## config.mk

```make
export PLATFORM = sky130hd
export DESIGN_NAME = iwrf_ctrl
export DESIGN_NICKNAME = d
export VERILOG_FILES = /design/src/rtl/iwrf_pkg.sv /design/src/rtl/iwrf_ctrl.sv
export SDC_FILE = /design/constraint.sdc
export NUM_CORES = 1
export LEC_CHECK = 0
export ABC_AREA = 1
export BUFFER_PORTS_ARGS = -buffer_cell sky130_fd_sc_hd__buf_2
export CAP_MARGIN = 20
export CORE_AREA = 5 5 42 44
export CTS_CLUSTER_DIAMETER = 80
export DETAILED_ROUTE_END_ITERATION = 10
export DIE_AREA = 0 0 47 49
export GPL_ROUTABILITY_DRIVEN = 1
export HOLD_SLACK_MARGIN = 0.12
export MAX_ROUTING_LAYER = met4
export PLACE_DENSITY = 0.45
export REMOVE_ABC_BUFFERS = 1
export SYNTH_ARGS = -nofsm -noshare
export SYNTH_HDL_FRONTEND = slang
export SYNTH_SLANG_ARGS = --single-unit
```

## constraint.sdc

```tcl
create_clock -name i_clk -period 1.25 [get_ports i_clk]
set_input_delay 0.0625 -clock i_clk [delete_from_list [all_inputs] [get_ports i_clk]]
set_output_delay 0.0625 -clock i_clk [all_outputs]
set_load 0.005 [all_outputs]
```

## src/rtl/iwrf_pkg.sv

```systemverilog
// Package for the interval window range finder.
// Shared constants, action codes and the controller/datapath structs.
// No dependencies.
`default_nettype none

package iwrf_pkg;

    localparam int DEF_MAX_ENTRIES = 4096;
    localparam int DEF_TICK_BITS   = 32;
    localparam int IN_TICK_BITS    = 32;   // width of tick fields on the ports
    localparam int RANGE_BITS      = 13;   // width of range fields on the ports

    localparam logic ACT_APPEND = 1'b0;
    localparam logic ACT_QUERY  = 1'b1;

    // controller -> datapath
    typedef struct packed {
        logic load_in;    // capture input beat
        logic do_append;  // store interval or flag full table
        logic q_init;     // set up first search
        logic s1_step;    // one step of the prefix-max end search
        logic s2_step;    // one step of the start search
        logic out_load;   // move result into the output register
    } t_cmd;

    // datapath -> controller
    typedef struct packed {
        logic count_zero; // table empty
        logic step_more;  // current search keeps going
        logic s2_more;    // start search has a non-empty span
    } t_stat;

endpackage

`default_nettype wire

```

## src/rtl/iwrf_ctrl.sv

```systemverilog
// Controller of the interval window range finder: sequences append,
// the two binary searches and the output handoff. Depends on iwrf_pkg.
`default_nettype none

module iwrf_ctrl
    import iwrf_pkg::*;
(
    input  wire logic  i_clk,
    input  wire logic  i_rst_n,
    input  wire logic  i_in_valid,
    output logic       o_in_stall,
    input  wire logic  i_action,
    output logic       o_out_valid,
    input  wire logic  i_out_stall,
    output t_cmd       o_cmd,
    input  wire t_stat i_stat
);

    localparam logic [2:0] ST_IDLE   = 3'd0;
    localparam logic [2:0] ST_APPEND = 3'd1;
    localparam logic [2:0] ST_QINIT  = 3'd2;
    localparam logic [2:0] ST_SRCH1  = 3'd3;
    localparam logic [2:0] ST_SRCH2  = 3'd4;
    localparam logic [2:0] ST_DONE   = 3'd5;

    logic [2:0] r_state, n_state;
    logic       r_out_valid, n_out_valid;
    logic       accept;

    assign o_in_stall  = (r_state != ST_IDLE);
    assign accept      = i_in_valid && !o_in_stall;
    assign o_out_valid = r_out_valid;

    always_comb begin
        n_state = r_state;
        o_cmd   = '0;
        unique case (r_state)
            ST_IDLE: begin
                if (accept) begin
                    o_cmd.load_in = 1'b1;
                    n_state = (i_action == ACT_QUERY) ? ST_QINIT : ST_APPEND;
                end
            end
            ST_APPEND: begin
                o_cmd.do_append = 1'b1;
                n_state = ST_DONE;
            end
            ST_QINIT: begin
                o_cmd.q_init = 1'b1;
                n_state = i_stat.count_zero ? ST_DONE : ST_SRCH1;
            end
            ST_SRCH1: begin
                o_cmd.s1_step = 1'b1;
                if (!i_stat.step_more) begin
                    n_state = i_stat.s2_more ? ST_SRCH2 : ST_DONE;
                end
            end
            ST_SRCH2: begin
                o_cmd.s2_step = 1'b1;
                if (!i_stat.step_more) begin
                    n_state = ST_DONE;
                end
            end
            ST_DONE: begin
                if (!r_out_valid || !i_out_stall) begin
                    o_cmd.out_load = 1'b1;
                    n_state = ST_IDLE;
                end
            end
            default: begin
                n_state = ST_IDLE;
            end
        endcase
    end

    always_comb begin
        n_out_valid = r_out_valid && i_out_stall;
        if (o_cmd.out_load) begin
            n_out_valid = 1'b1;
        end
    end

    always_ff @(posedge i_clk) begin
        if (!i_rst_n) begin
            r_state     <= ST_IDLE;
            r_out_valid <= 1'b0;
        end else begin
            r_state     <= n_state;
            r_out_valid <= n_out_valid;
        end
    end

    a_accept_busy: assert property (@(posedge i_clk) disable iff (!i_rst_n)
        accept |=> r_state != ST_IDLE)
        else $error("accepted beat did not start work");

    a_done_free: assert property (@(posedge i_clk) disable iff (!i_rst_n)
        (r_state == ST_DONE && !r_out_valid) |=> (r_out_valid && r_state == ST_IDLE))
        else $error("finished result not handed to free output register");

    a_valid_src: assert property (@(posedge i_clk) disable iff (!i_rst_n)
        $rose(r_out_valid) |-> $past(r_state) == ST_DONE)
        else $error("output valid raised outside result handoff");

endmodule

`default_nettype wire

```

* Word-level counts from Yosys, hierarchy flattened
Index checks and enable logic that the tools add are counted.
Operators by class: add/subtract/negate cells 0, multipliers 0, div/mod/pow operators 0, order comparisons 0, eq/ne operators 9, shift operators 0, mux-type cells 17, bitwise logic cells 0, reductions and logical operators 9
Operators with widths (count):
- 3-bit one-hot mux with 6 select lines | 1
- 3-bit 2-to-1 mux | 5
- 1-bit 2-to-1 mux | 10
- 2-bit != test (second input constant) | 4
- 3-bit by 2-bit == test with 1-bit output (second input constant) | 2
- 3-bit == test (second input constant) | 2
- 4-bit AND reduction | 1
- 3-bit by 1-bit == test with 1-bit output (second input constant) | 1
- 1-bit zero test | 3
- 3-bit zero test | 1
- 3-bit nonzero test | 1
- 1-bit logical AND | 2
- 2-bit 2-to-1 mux | 1
- 1-bit logical OR | 1
Storage, ports and cells: flip-flop bits (word level) 4, latch bits 0, memory bits (writable) 0, bits in read-only memories 0, output and inout port bits 8, logic and storage cells 37, memories kept 0

* Logic depth before layout (Yosys ltp)
Gate-level depths: netlist (run 1).
depth after elaboration 5, mapped depth 8, mapped depth without buffers 8

* Least setup slack after synthesis (run 1)
No wires, ideal clock.
path kind register -> register, start register r_state[0], end register r_state[2], arrival 971 ps, setup slack 209 ps, cell stages (with the launch flop) 8, buffers on the path 0, clock period less this slack 1041 ps, cells stage by stage dfxtp_1 > nor2_2 > nand2_2 > nor2_1 > nor2_1 > nand2_1 > nand2_1 > a21oi_1
On the way: longest elaborated chain between the ends 5
Ends and longest elaborated chain:
- from (decl) | line iwrf_ctrl.sv:26 | logic [2:0] r_state, n_state;
- from (signal assigned) | line iwrf_ctrl.sv:88 | r_state <= n_state;
- 3-bit nonzero test | line iwrf_ctrl.sv:30 | assign o_in_stall = (r_state != ST_IDLE);
- net o_in_stall | line iwrf_ctrl.sv:11 | output logic o_in_stall,
- 1-bit zero test | line iwrf_ctrl.sv:31 | assign accept = i_in_valid && !o_in_stall;
- 1-bit logical AND | line iwrf_ctrl.sv:31
- 2-bit != test (no source line)
- 4-bit AND reduction (no source line)
The timed path passes the listed nets, and every way through them passes these cells. A chain may end at the register's enable or synchronous reset.

* Worst setup path after layout (run 1)
start register r_state[0], end register r_state[0]
On the way: longest elaborated chain between the ends 5
Ends and longest elaborated chain (line):
- 3-bit nonzero test | iwrf_ctrl.sv:30
- 1-bit zero test | iwrf_ctrl.sv:31
- 1-bit logical AND | iwrf_ctrl.sv:31
- 2-bit != test (no source line)
- 4-bit AND reduction (no source line)
Parallel ways exist; a longest one is shown, timed or not.

==> impl_metrics.csv, run 1 <==
group,metric,value,unit
drt,drt-total-wl,804,um
synthesis,synthAdderAreaFrac,0,
critical_path,crit_chain,"nand2_1 > nor2_1 > nand2_1 > nand2_1 > inv_1 > nand2_1 > nand2_1 > a21oi_1",
global_routing,antenna_found_initial,0,
cells_and_area,syn2layout_area_growth,50.4,%
cells_and_area,multi_input_area,204,sq um
synthesis,syn_avg_cell_area,5.45,sq um
timing,setup_ws,163,ps
critical_path,start_kind,"register",
timing,relSlewSlack,0.857,
synthesis,synth_top_area_share,0.262,
synthesis,synth-compound-area-share,0.143,
die,dieWidth,47,um
pwr,cellLeakagePower,0.266,nW
critical_path,cp_slowest_cell,"dfxtp_2",
placement,place_congestion,0.810,
critical_path,arrival,1240,ps
die,coreArea,1400,sq um
critical_path,critPathKind,"reg -> reg",
pwr,power.density,2230,nW/um^2
timing,finalCriticalPeriod,1090,ps
global_routing,grt_usage,0.0801,
timing,setup_viol,0,
placement,dpl.cell_count,87,
synthesis,synth_cells,56,
timing,rsz0062_at_grt,"false",
synthesis,synth_seq_cells,4,
cells_and_area,final_core_utilization,0.328,
critical_path,path_max_fanout,7,
flow_run,drv_cap,0,
placement,dp_slack,93.2,ps
pwr,peakVddDrop,0.000955,V
global_routing,grt_pass1_vias,333,
synthesis,ys_warn_count,0,
die,die_y,49,um
drt,dr_total_vias,390,
synthesis,synth_top_family_by_area,"simple AND/OR/NAND/NOR gates",
timing,drv_slew,0,
critical_path,path_buf_inv,1,
synthesis,synth.area.mux_share,0,
min_path,hp-class,"in -> reg",
critical_path,cp_top_family,"simple AND/OR/NAND/NOR gates",
placement,port-buffer-count,15,
timing,final.setup_skew,2.42,ps
clocking,clk_path_buf_depth,2,
global_routing,met3_usage,0.0590,
global_routing,grtUsageMet1,0.0921,
timing,fmax,920,MHz
drt,viasPerCell,4.24,
clocking,tritoncts,"yes",
cells_and_area,final_cells,92,
die,fp.dieArea,2300,sq um
clocking,htreeDepth,1,
timing,tightestPinTransition,212,ps
drt,first_iter_violations,3,
die,start_util,0.218,
global_routing,top_usage_layer,"met2",
cells_and_area,finalNetCount,86,
clocking,clk_pin_slew,40,ps
timing,finalHoldViolations,0,
clocking,post-cts-setup-buffer-count,0,
synthesis,synthTopCellsByArea,"dfxtp_1, nand2_1, nor2_1, inv_1, a21oi_1",
synthesis,synth.distinct_cells,13,
placement,dp_hpwl,675,um
global_routing,grt_pass1_wl,1280,um
clocking,clock_latency,230,ps
cells_and_area,ff_latch_area,83.8,sq um
critical_path,cp_data_required_time,1400,ps
drt,ant_nets,0,
global_routing,met2_usage,0.113,
synthesis,synth_largest_area_cell,"dfxtp_1",
run_status,status,"completed",
drt,avgRoutedWirePerCell,8.74,um
global_routing,grt_overflow,0,
global_routing,grt_max_degree,8,
drt,drc_errors,0,
clocking,cts_buffers,3,
cells_and_area,fillers,169,
synthesis,syn-cell-area,305,sq um
cells_and_area,layout_commonest_cell,"nand2_1",
cells_and_area,antenna_cells,0,
clocking,clock-root-buffer,"clkbuf_4",
synthesis,synthSimpleGateAreaFrac,0.484,
drt,first_pass_iters,4,
synthesis,synthXorXnorAreaFrac,0,
timing,tns,0,ps
die,rows,14,
synthesis,synth_seq_area_share,0.262,
critical_path,cpMostUsedCell,"nand2_1",
cells_and_area,drive_gt1_frac,0.355,
cells_and_area,final_cell_mix,"nand2_1, buf_2, nor2_1, inv_1, a21oi_1",
die,io_pins,16,
critical_path,end_kind,"register",
critical_path,slowest_delay,400,ps
timing,fin_crit_sh,0.870,
clocking,cts_sinks,4,
## report_power, final
part           internal [mW]  leakage, nW  switching, mW  total [mW]
combinational          0.253        0.218          0.343       0.596
clock                  0.107       0.0138         0.0490       0.156
sequential             0.184       0.0339         0.0862       0.270
## stage by stage
step                cell area (sq um)  power (mW)  hold WS [ps]
global route                      459        1.15           171
global placement                  400       0.839           351
detailed placement                400       0.829           352
floorplan                         305       0.637           176
finish                            459        1.02           148
CTS                               443       0.998           142
## what timing repair did
item | CTS | global route
hold endpoints to repair | 3 | 0
resized for setup | 0 | 6
endpoints found under the setup margin | 0 | 6
hold buffers | 2 | 0
## cell type report
| class | count | area share |
|---|---|---|
| Multi-Input combinational cell | 43 | 0.444 |
| Sequential cell | 4 | 0.183 |
| Tap cell | 16 | 0.0436 |
| Timing Repair Buffer | 17 | 0.207 |
| Inverter | 9 | 0.0736 |
| Clock buffer | 3 | 0.0490 |
## logic make-up (layout without fill, tap and decap cells)
logic type | after synthesis | count (layout)
AND/OR/NAND/NOR | 35 | 35
buffers and inverters | 9 | 29
flip-flops | 4 | 4
AO/OA/AOI/OAI | 8 | 8
## worst paths after layout
check | startpoint | to | slack, ps | cells past startpoint
max reg2reg | r_state[0] | r_state[0] | 160 | 8
min | i_out_stall | o_out_valid | 150 | 3
max | r_state[0] | r_state[0] | 160 | 8
min reg2reg | r_state[2] | r_state[2] | 520 | 2
## registers in the layout, indices dropped and copies added (netlist names)
register / cells
o_out_valid: 1
r_state: 3
## cells in the mapped netlist
library cell,count
nand2_1,18
nor2_1,9
inv_1,8
a21oi_1,5
dfxtp_1,4
nand3_1,4
nand2_2,2
a21boi_1,1
inv_2,1
nand3b_1,1
nor2_2,1
o21ai_0,1
o22ai_1,1
## worst reg2reg max path, delay by kind of cell (launching register included)
| kind | cells | cell delay, ps |
|---|---|---|
| flip-flops | 1 | 400 |
| buffers and inverters | 1 | 40 |
| AO/OA/AOI/OAI | 1 | 110 |
| AND/OR/NAND/NOR | 6 | 460 |
## layer usage
layer  vias up  part of all wire  routed length (um)
met5         -                 0                   0
met3         0             0.095                  76
met2        11              0.46                 372
met4         0                 0                   0
li1        218                 -                   -
met1       161              0.44                 356
No activity file was read; power rests on OpenSTA's default activity.
==> run 2: changes to the inputs <==
Settings changed: BUFFER_PORTS_ARGS -buffer_cell sky130_fd_sc_hd__buf_2 to unset, CORE_AREA 5 5 42 44 to 2 2 39 41, DIE_AREA 0 0 47 49 to 0 0 41 43, DONT_BUFFER_PORTS set to 1, PLACE_DENSITY 0.45 to 0.35.
==> run 2 against run 1 <==
  * Cell area fell by 7.1%
  * Critical path depth fell by 4
  * Via count fell by 5.4%
  * Largest power group unchanged
  * Largest cell class unchanged
  * Clock skew rose by 1.4 ps
==> impl_metrics.csv, run 2 (synthesis gave the netlist of run 1 again) <==
group,metric,value,unit
timing,fin_crit_sh,0.905,
pwr,cellLeakagePower,0.224,nW
pwr,p_switching,0.468,mW
cells_and_area,syn2layout_area_growth,39.8,%
critical_path,r2r_end,"r_state[0]",
die,coreArea,1380,sq um
cells_and_area,layout_commonest_cell,"nand2_1",
cells_and_area,largest_reg_flops,3,
placement,dp_hpwl,673,um
timing,setup_ws,119,ps
run_status,status,"completed",
pwr,p_total,1.01,mW
timing,whs,154,ps
clocking,clock_latency,230,ps
timing,rsz0062_at_grt,"false",
critical_path,start_kind,"register",
clocking,htreeDepth,1,
clocking,clk_path_buf_depth,2,
cells_and_area,final_core_utilization,0.308,
critical_path,critPathCapture,"o_cmd[5]",
critical_path,rr_startpoint,"r_state[1]",
timing,relSlewSlack,0.840,
global_routing,grt_pass1_wl,1360,um
global_routing,grt_overflow,0,
clocking,tritoncts,"yes",
global_routing,grt_usage,0.125,
pwr,combPwrFrac,0.584,
drt,first_pass_iters,4,
timing,final.setup_skew,3.77,ps
timing,tightestPinTransition,239,ps
critical_path,end_kind,"output port",
min_path,hp-class,"in -> reg",
global_routing,grtUsageMet1,0.163,
cells_and_area,finalNetCount,77,
timing,tns,0,ps
pwr,power.density,2360,nW/um^2
cells_and_area,antenna_cells,0,
drt,first_iter_violations,14,
critical_path,r2r_cells,6,
global_routing,grt_pass1_vias,320,
critical_path,arrival,1070,ps
drt,drc_errors,0,
global_routing,antenna_found_initial,0,
placement,place_congestion,0.787,
drt,avgRoutedWirePerCell,9.95,um
die,fp.dieArea,1760,sq um
drt,viasPerCell,4.45,
timing,fmax,884,MHz
clocking,clk_pin_slew,30,ps
global_routing,grt_max_degree,8,
cells_and_area,final_cells,83,
timing,finalHoldViolations,0,
die,dieWidth,41,um
flow_run,drv_cap,0,
die,rows,14,
pwr,p_clk_frac,0.153,
drt,drt-total-wl,826,um
pwr,switching_share,0.465,
cells_and_area,top_register,"r_state",
critical_path,path_max_fanout,7,
cells_and_area,design_area,427,sq um
clocking,cts_buffers,3,
drt,dr_total_vias,369,
die,io_pins,16,
die,die_y,43,um
timing,finalCriticalPeriod,1130,ps
critical_path,crit_start,"r_state[0]",
timing,setup_viol,0,
global_routing,met3_usage,0.0942,
critical_path,critPathKind,"reg -> out",
placement,place_area,355,sq um
drt,ant_nets,0,
critical_path,cp_data_required_time,1190,ps
die,start_util,0.221,
cells_and_area,final_cell_mix,"nand2_1, nor2_1, inv_1",
clocking,cts_sinks,4,
critical_path,reg2reg_slack,160,ps
pwr,p_int,0.540,mW
timing,drv_slew,0,
cells_and_area,drive_gt1_frac,0.209,
placement,dp_slack,90.7,ps
placement,dpl.cell_count,76,
placement,port-buffer-count,0,
clocking,clock-root-buffer,"clkbuf_4",
global_routing,top_usage_layer,"met1",
global_routing,met2_usage,0.138,
pwr,peakVddDrop,0.000807,V
pwr,power.share.sequential,0.262,
run 2: cell type report:
type / instances / area [sq um]
multi-input combinational: 43 / 196
tap: 16 / 20.0
clock buffer: 3 / 22.5
sequential: 4 / 83.8
fill: 173 / 957
timing repair buffer: 8 / 70.1
inverter: 9 / 33.8
run 2: critical path, cell delays in order, from the launching register on:
cell	delay [ps]
dfxtp_2	350
nor2_4	150
nand2_2	80
buf_4	140
nor2_1	110
run 2: power groups by stage:
stage	logic [mW]	registers [mW]	clock network, mW
floorplan	0.405	0.232	0
global placement	0.585	0.250	0
detailed placement	0.570	0.247	0
CTS	0.583	0.245	0.166
global route	0.676	0.279	0.186
finish	0.589	0.264	0.154
run 2: worst min-delay path by stage:
stage / start / end / slack [ps] / depth (start not counted)
global placement: i_out_stall / o_cmd[0] / 180 / 1
detailed placement: i_out_stall / o_cmd[0] / 180 / 1
global route: i_action / r_state[1] / 180 / 4
floorplan: i_out_stall / o_cmd[0] / 180 / 1
CTS: i_action / r_state[1] / 140 / 4
finish: i_action / r_state[1] / 150 / 4
run 2: routing by layer:
layer  vias up  routed length (um)
met1       160                 400
met4         0                   0
li1        198                   -
met2        11                 366
met5         -                   0
met3         0                  59
run 2: what timing repair did:
action | CTS | global route
endpoints found under the setup margin | 0 | 6
hold endpoints to repair | 4 | 0
resized for setup | 0 | 4
buffers inserted | 0 | 0
hold buffers | 4 | 0
==> run 3: changes to the inputs <==
Settings changed: BUFFER_PORTS_ARGS set to -buffer_cell sky130_fd_sc_hd__buf_2, DONT_BUFFER_PORTS 1 to unset, GPL_TIMING_DRIVEN set to 0, PLACE_DENSITY 0.35 to 0.45, RECOVER_POWER set to 100.
==> run 3 against run 2 <==
  * Wire length shrank 6.8%
  * Cell area grew 4.1%
  * First-iteration DRC count shrank 71%
  * Total power shrank 2.5%
  * Count of clock-buffer cells in the layout is the same
  * Register-to-register slack lost 30 ps
  * Flip-flop and latch count is the same
  * Sequential power is essentially flat
  * Cell count grew 11%
  * Critical path depth is the same
  * Die area is the same
==> impl_metrics.csv, run 3 (synthesis gave the netlist of run 1 again) <==
group,metric,value,unit
run_status,status,"completed",
critical_path,critPathKind,"reg -> out",
timing,fmax,883,MHz
drt,drt-total-wl,770,um
timing,tightestPinTransition,210,ps
critical_path,crit_chain,"nor2_2 > nand2_2 > nor2_1 > buf_2",
critical_path,r2r_cells,7,
pwr,p_total,0.982,mW
pwr,cellLeakagePower,0.254,nW
timing,drv_slew,0,
clocking,clk_path_buf_depth,2,
critical_path,arrival,1070,ps
critical_path,cp_data_required_time,1190,ps
critical_path,r2r_end,"r_state[0]",
timing,final.setup_skew,4.16,ps
placement,dp_slack,78.9,ps
timing,setup_viol,0,
placement,place_area,400,sq um
die,io_pins,16,
cells_and_area,antenna_cells,0,
cells_and_area,finalNetCount,86,
drt,drc_errors,0,
cells_and_area,largest_reg_flops,3,
die,die_y,43,um
cells_and_area,top_register,"r_state",
critical_path,end_kind,"output port",
timing,relSlewSlack,0.860,
critical_path,slowest_delay,340,ps
global_routing,grt_pass1_wl,1140,um
global_routing,grt_max_degree,8,
placement,dpl.cell_count,87,
timing,rsz0062_at_grt,"false",
timing,setup_ws,117,ps
timing,fin_crit_sh,0.906,
critical_path,cp_slowest_cell,"dfxtp_2",
global_routing,grt_usage,0.0988,
drt,first_iter_violations,4,
pwr,power.density,2210,nW/um^2
clocking,clock_latency,230,ps
timing,finalCriticalPeriod,1130,ps
timing,tns,0,ps
critical_path,path_max_fanout,7,
drt,avgRoutedWirePerCell,8.37,um
cells_and_area,final_cells,92,
placement,place_congestion,0.755,
critical_path,reg2reg_slack,130,ps
clocking,htreeDepth,1,
cells_and_area,design_area,444,sq um
clocking,clk_pin_slew,40,ps
die,dieWidth,41,um
die,rows,14,
cells_and_area,final_cell_mix,"nand2_1, buf_2, nor2_1",
placement,port-buffer-count,15,
die,start_util,0.221,
critical_path,critPathCapture,"o_cmd[5]",
cells_and_area,layout_commonest_cell,"nand2_1",
clocking,cts_buffers,3,
drt,first_pass_iters,3,
global_routing,grt_overflow,0,
pwr,peakVddDrop,0.000808,V
drt,dr_total_vias,385,
die,fp.dieArea,1760,sq um
cells_and_area,drive_gt1_frac,0.303,
min_path,holdPathStages,3,
drt,ant_nets,0,
min_path,hp-class,"in -> reg",
clocking,clock-root-buffer,"clkbuf_4",
drt,viasPerCell,4.18,
die,coreArea,1380,sq um
cells_and_area,syn2layout_area_growth,45.5,%
flow_run,drv_cap,0,
critical_path,rr_startpoint,"r_state[0]",
global_routing,grt_pass1_vias,314,
timing,finalHoldViolations,0,
placement,dp_hpwl,628,um
clocking,tritoncts,"yes",
global_routing,antenna_found_initial,0,
clocking,cts_sinks,4,
critical_path,start_kind,"register",
critical_path,crit_start,"r_state[0]",
-- run 3: cell types whose count changed in the layout (fill, tap and decap cells not counted) --
cell	delta
nor2_4	-1
clkbuf_1	+2
dlygate4sd3_1	-2
clkbuf_2	+1
buf_4	-4
nor2_2	+1
buf_2	+12
-- run 3: report_power, final --
group / switching (mW) / internal, mW
clock: 0.0454 / 0.107
sequential: 0.0776 / 0.184
combinational: 0.331 / 0.237
-- run 3: what timing repair did --
| action | in CTS | in global routing |
|---|---|---|
| endpoints found under the setup margin | 0 | 5 |
| gates resized for setup | 0 | 3 |
| buffers inserted | 0 | 0 |
| hold endpoints to repair | 1 | 0 |
| hold buffers | 2 | 0 |
-- run 3: worst min path at each step --
stage                            from     endpoint  slack (ps)
final                     i_out_stall  o_out_valid         140
after global routing      i_out_stall  o_out_valid         150
after CTS                 i_out_stall  o_out_valid         140
after detailed placement    i_stat[1]   r_state[1]         350
after global placement      i_stat[1]   r_state[1]         350
after floorplan           i_out_stall     o_cmd[0]         180
-- run 3: metal layers --
| metal | vias to the layer above | global-route usage | wire (um) |
|---|---|---|---|
| met5 | - | - | 0 |
| met4 | 0 | 0.0200 | 0 |
| met3 | 0 | 0.0628 | 56 |
| met2 | 12 | 0.141 | 322 |
| met1 | 157 | 0.116 | 391 |
| li1 | 216 | - | - |
-- run 3: per-stage QoR --
step,util,hold slack [ps]
2_1_floorplan,-,176
4_1_cts,0.320,141
3_3_place_gp,0.289,354
3_5_place_dp,0.289,345
6_report,0.321,144
5_1_grt,0.321,152
-- run 3: critical path, delay by kind of cell, from the launching register on --
family / cells / cell delay [ps]
AND/OR/NAND/NOR: 3 / 390
buffers and inverters: 1 / 110
flip-flops: 1 / 340
-- run 3: cell type report --
class                           count  area, sq um
Multi-Input combinational cell     43          191
Timing Repair Buffer               17         92.6
Tap cell                           16         20.0
Clock buffer                        3         22.5
Inverter                            9         33.8
Sequential cell                     4         83.8
Fill cell                         175          940
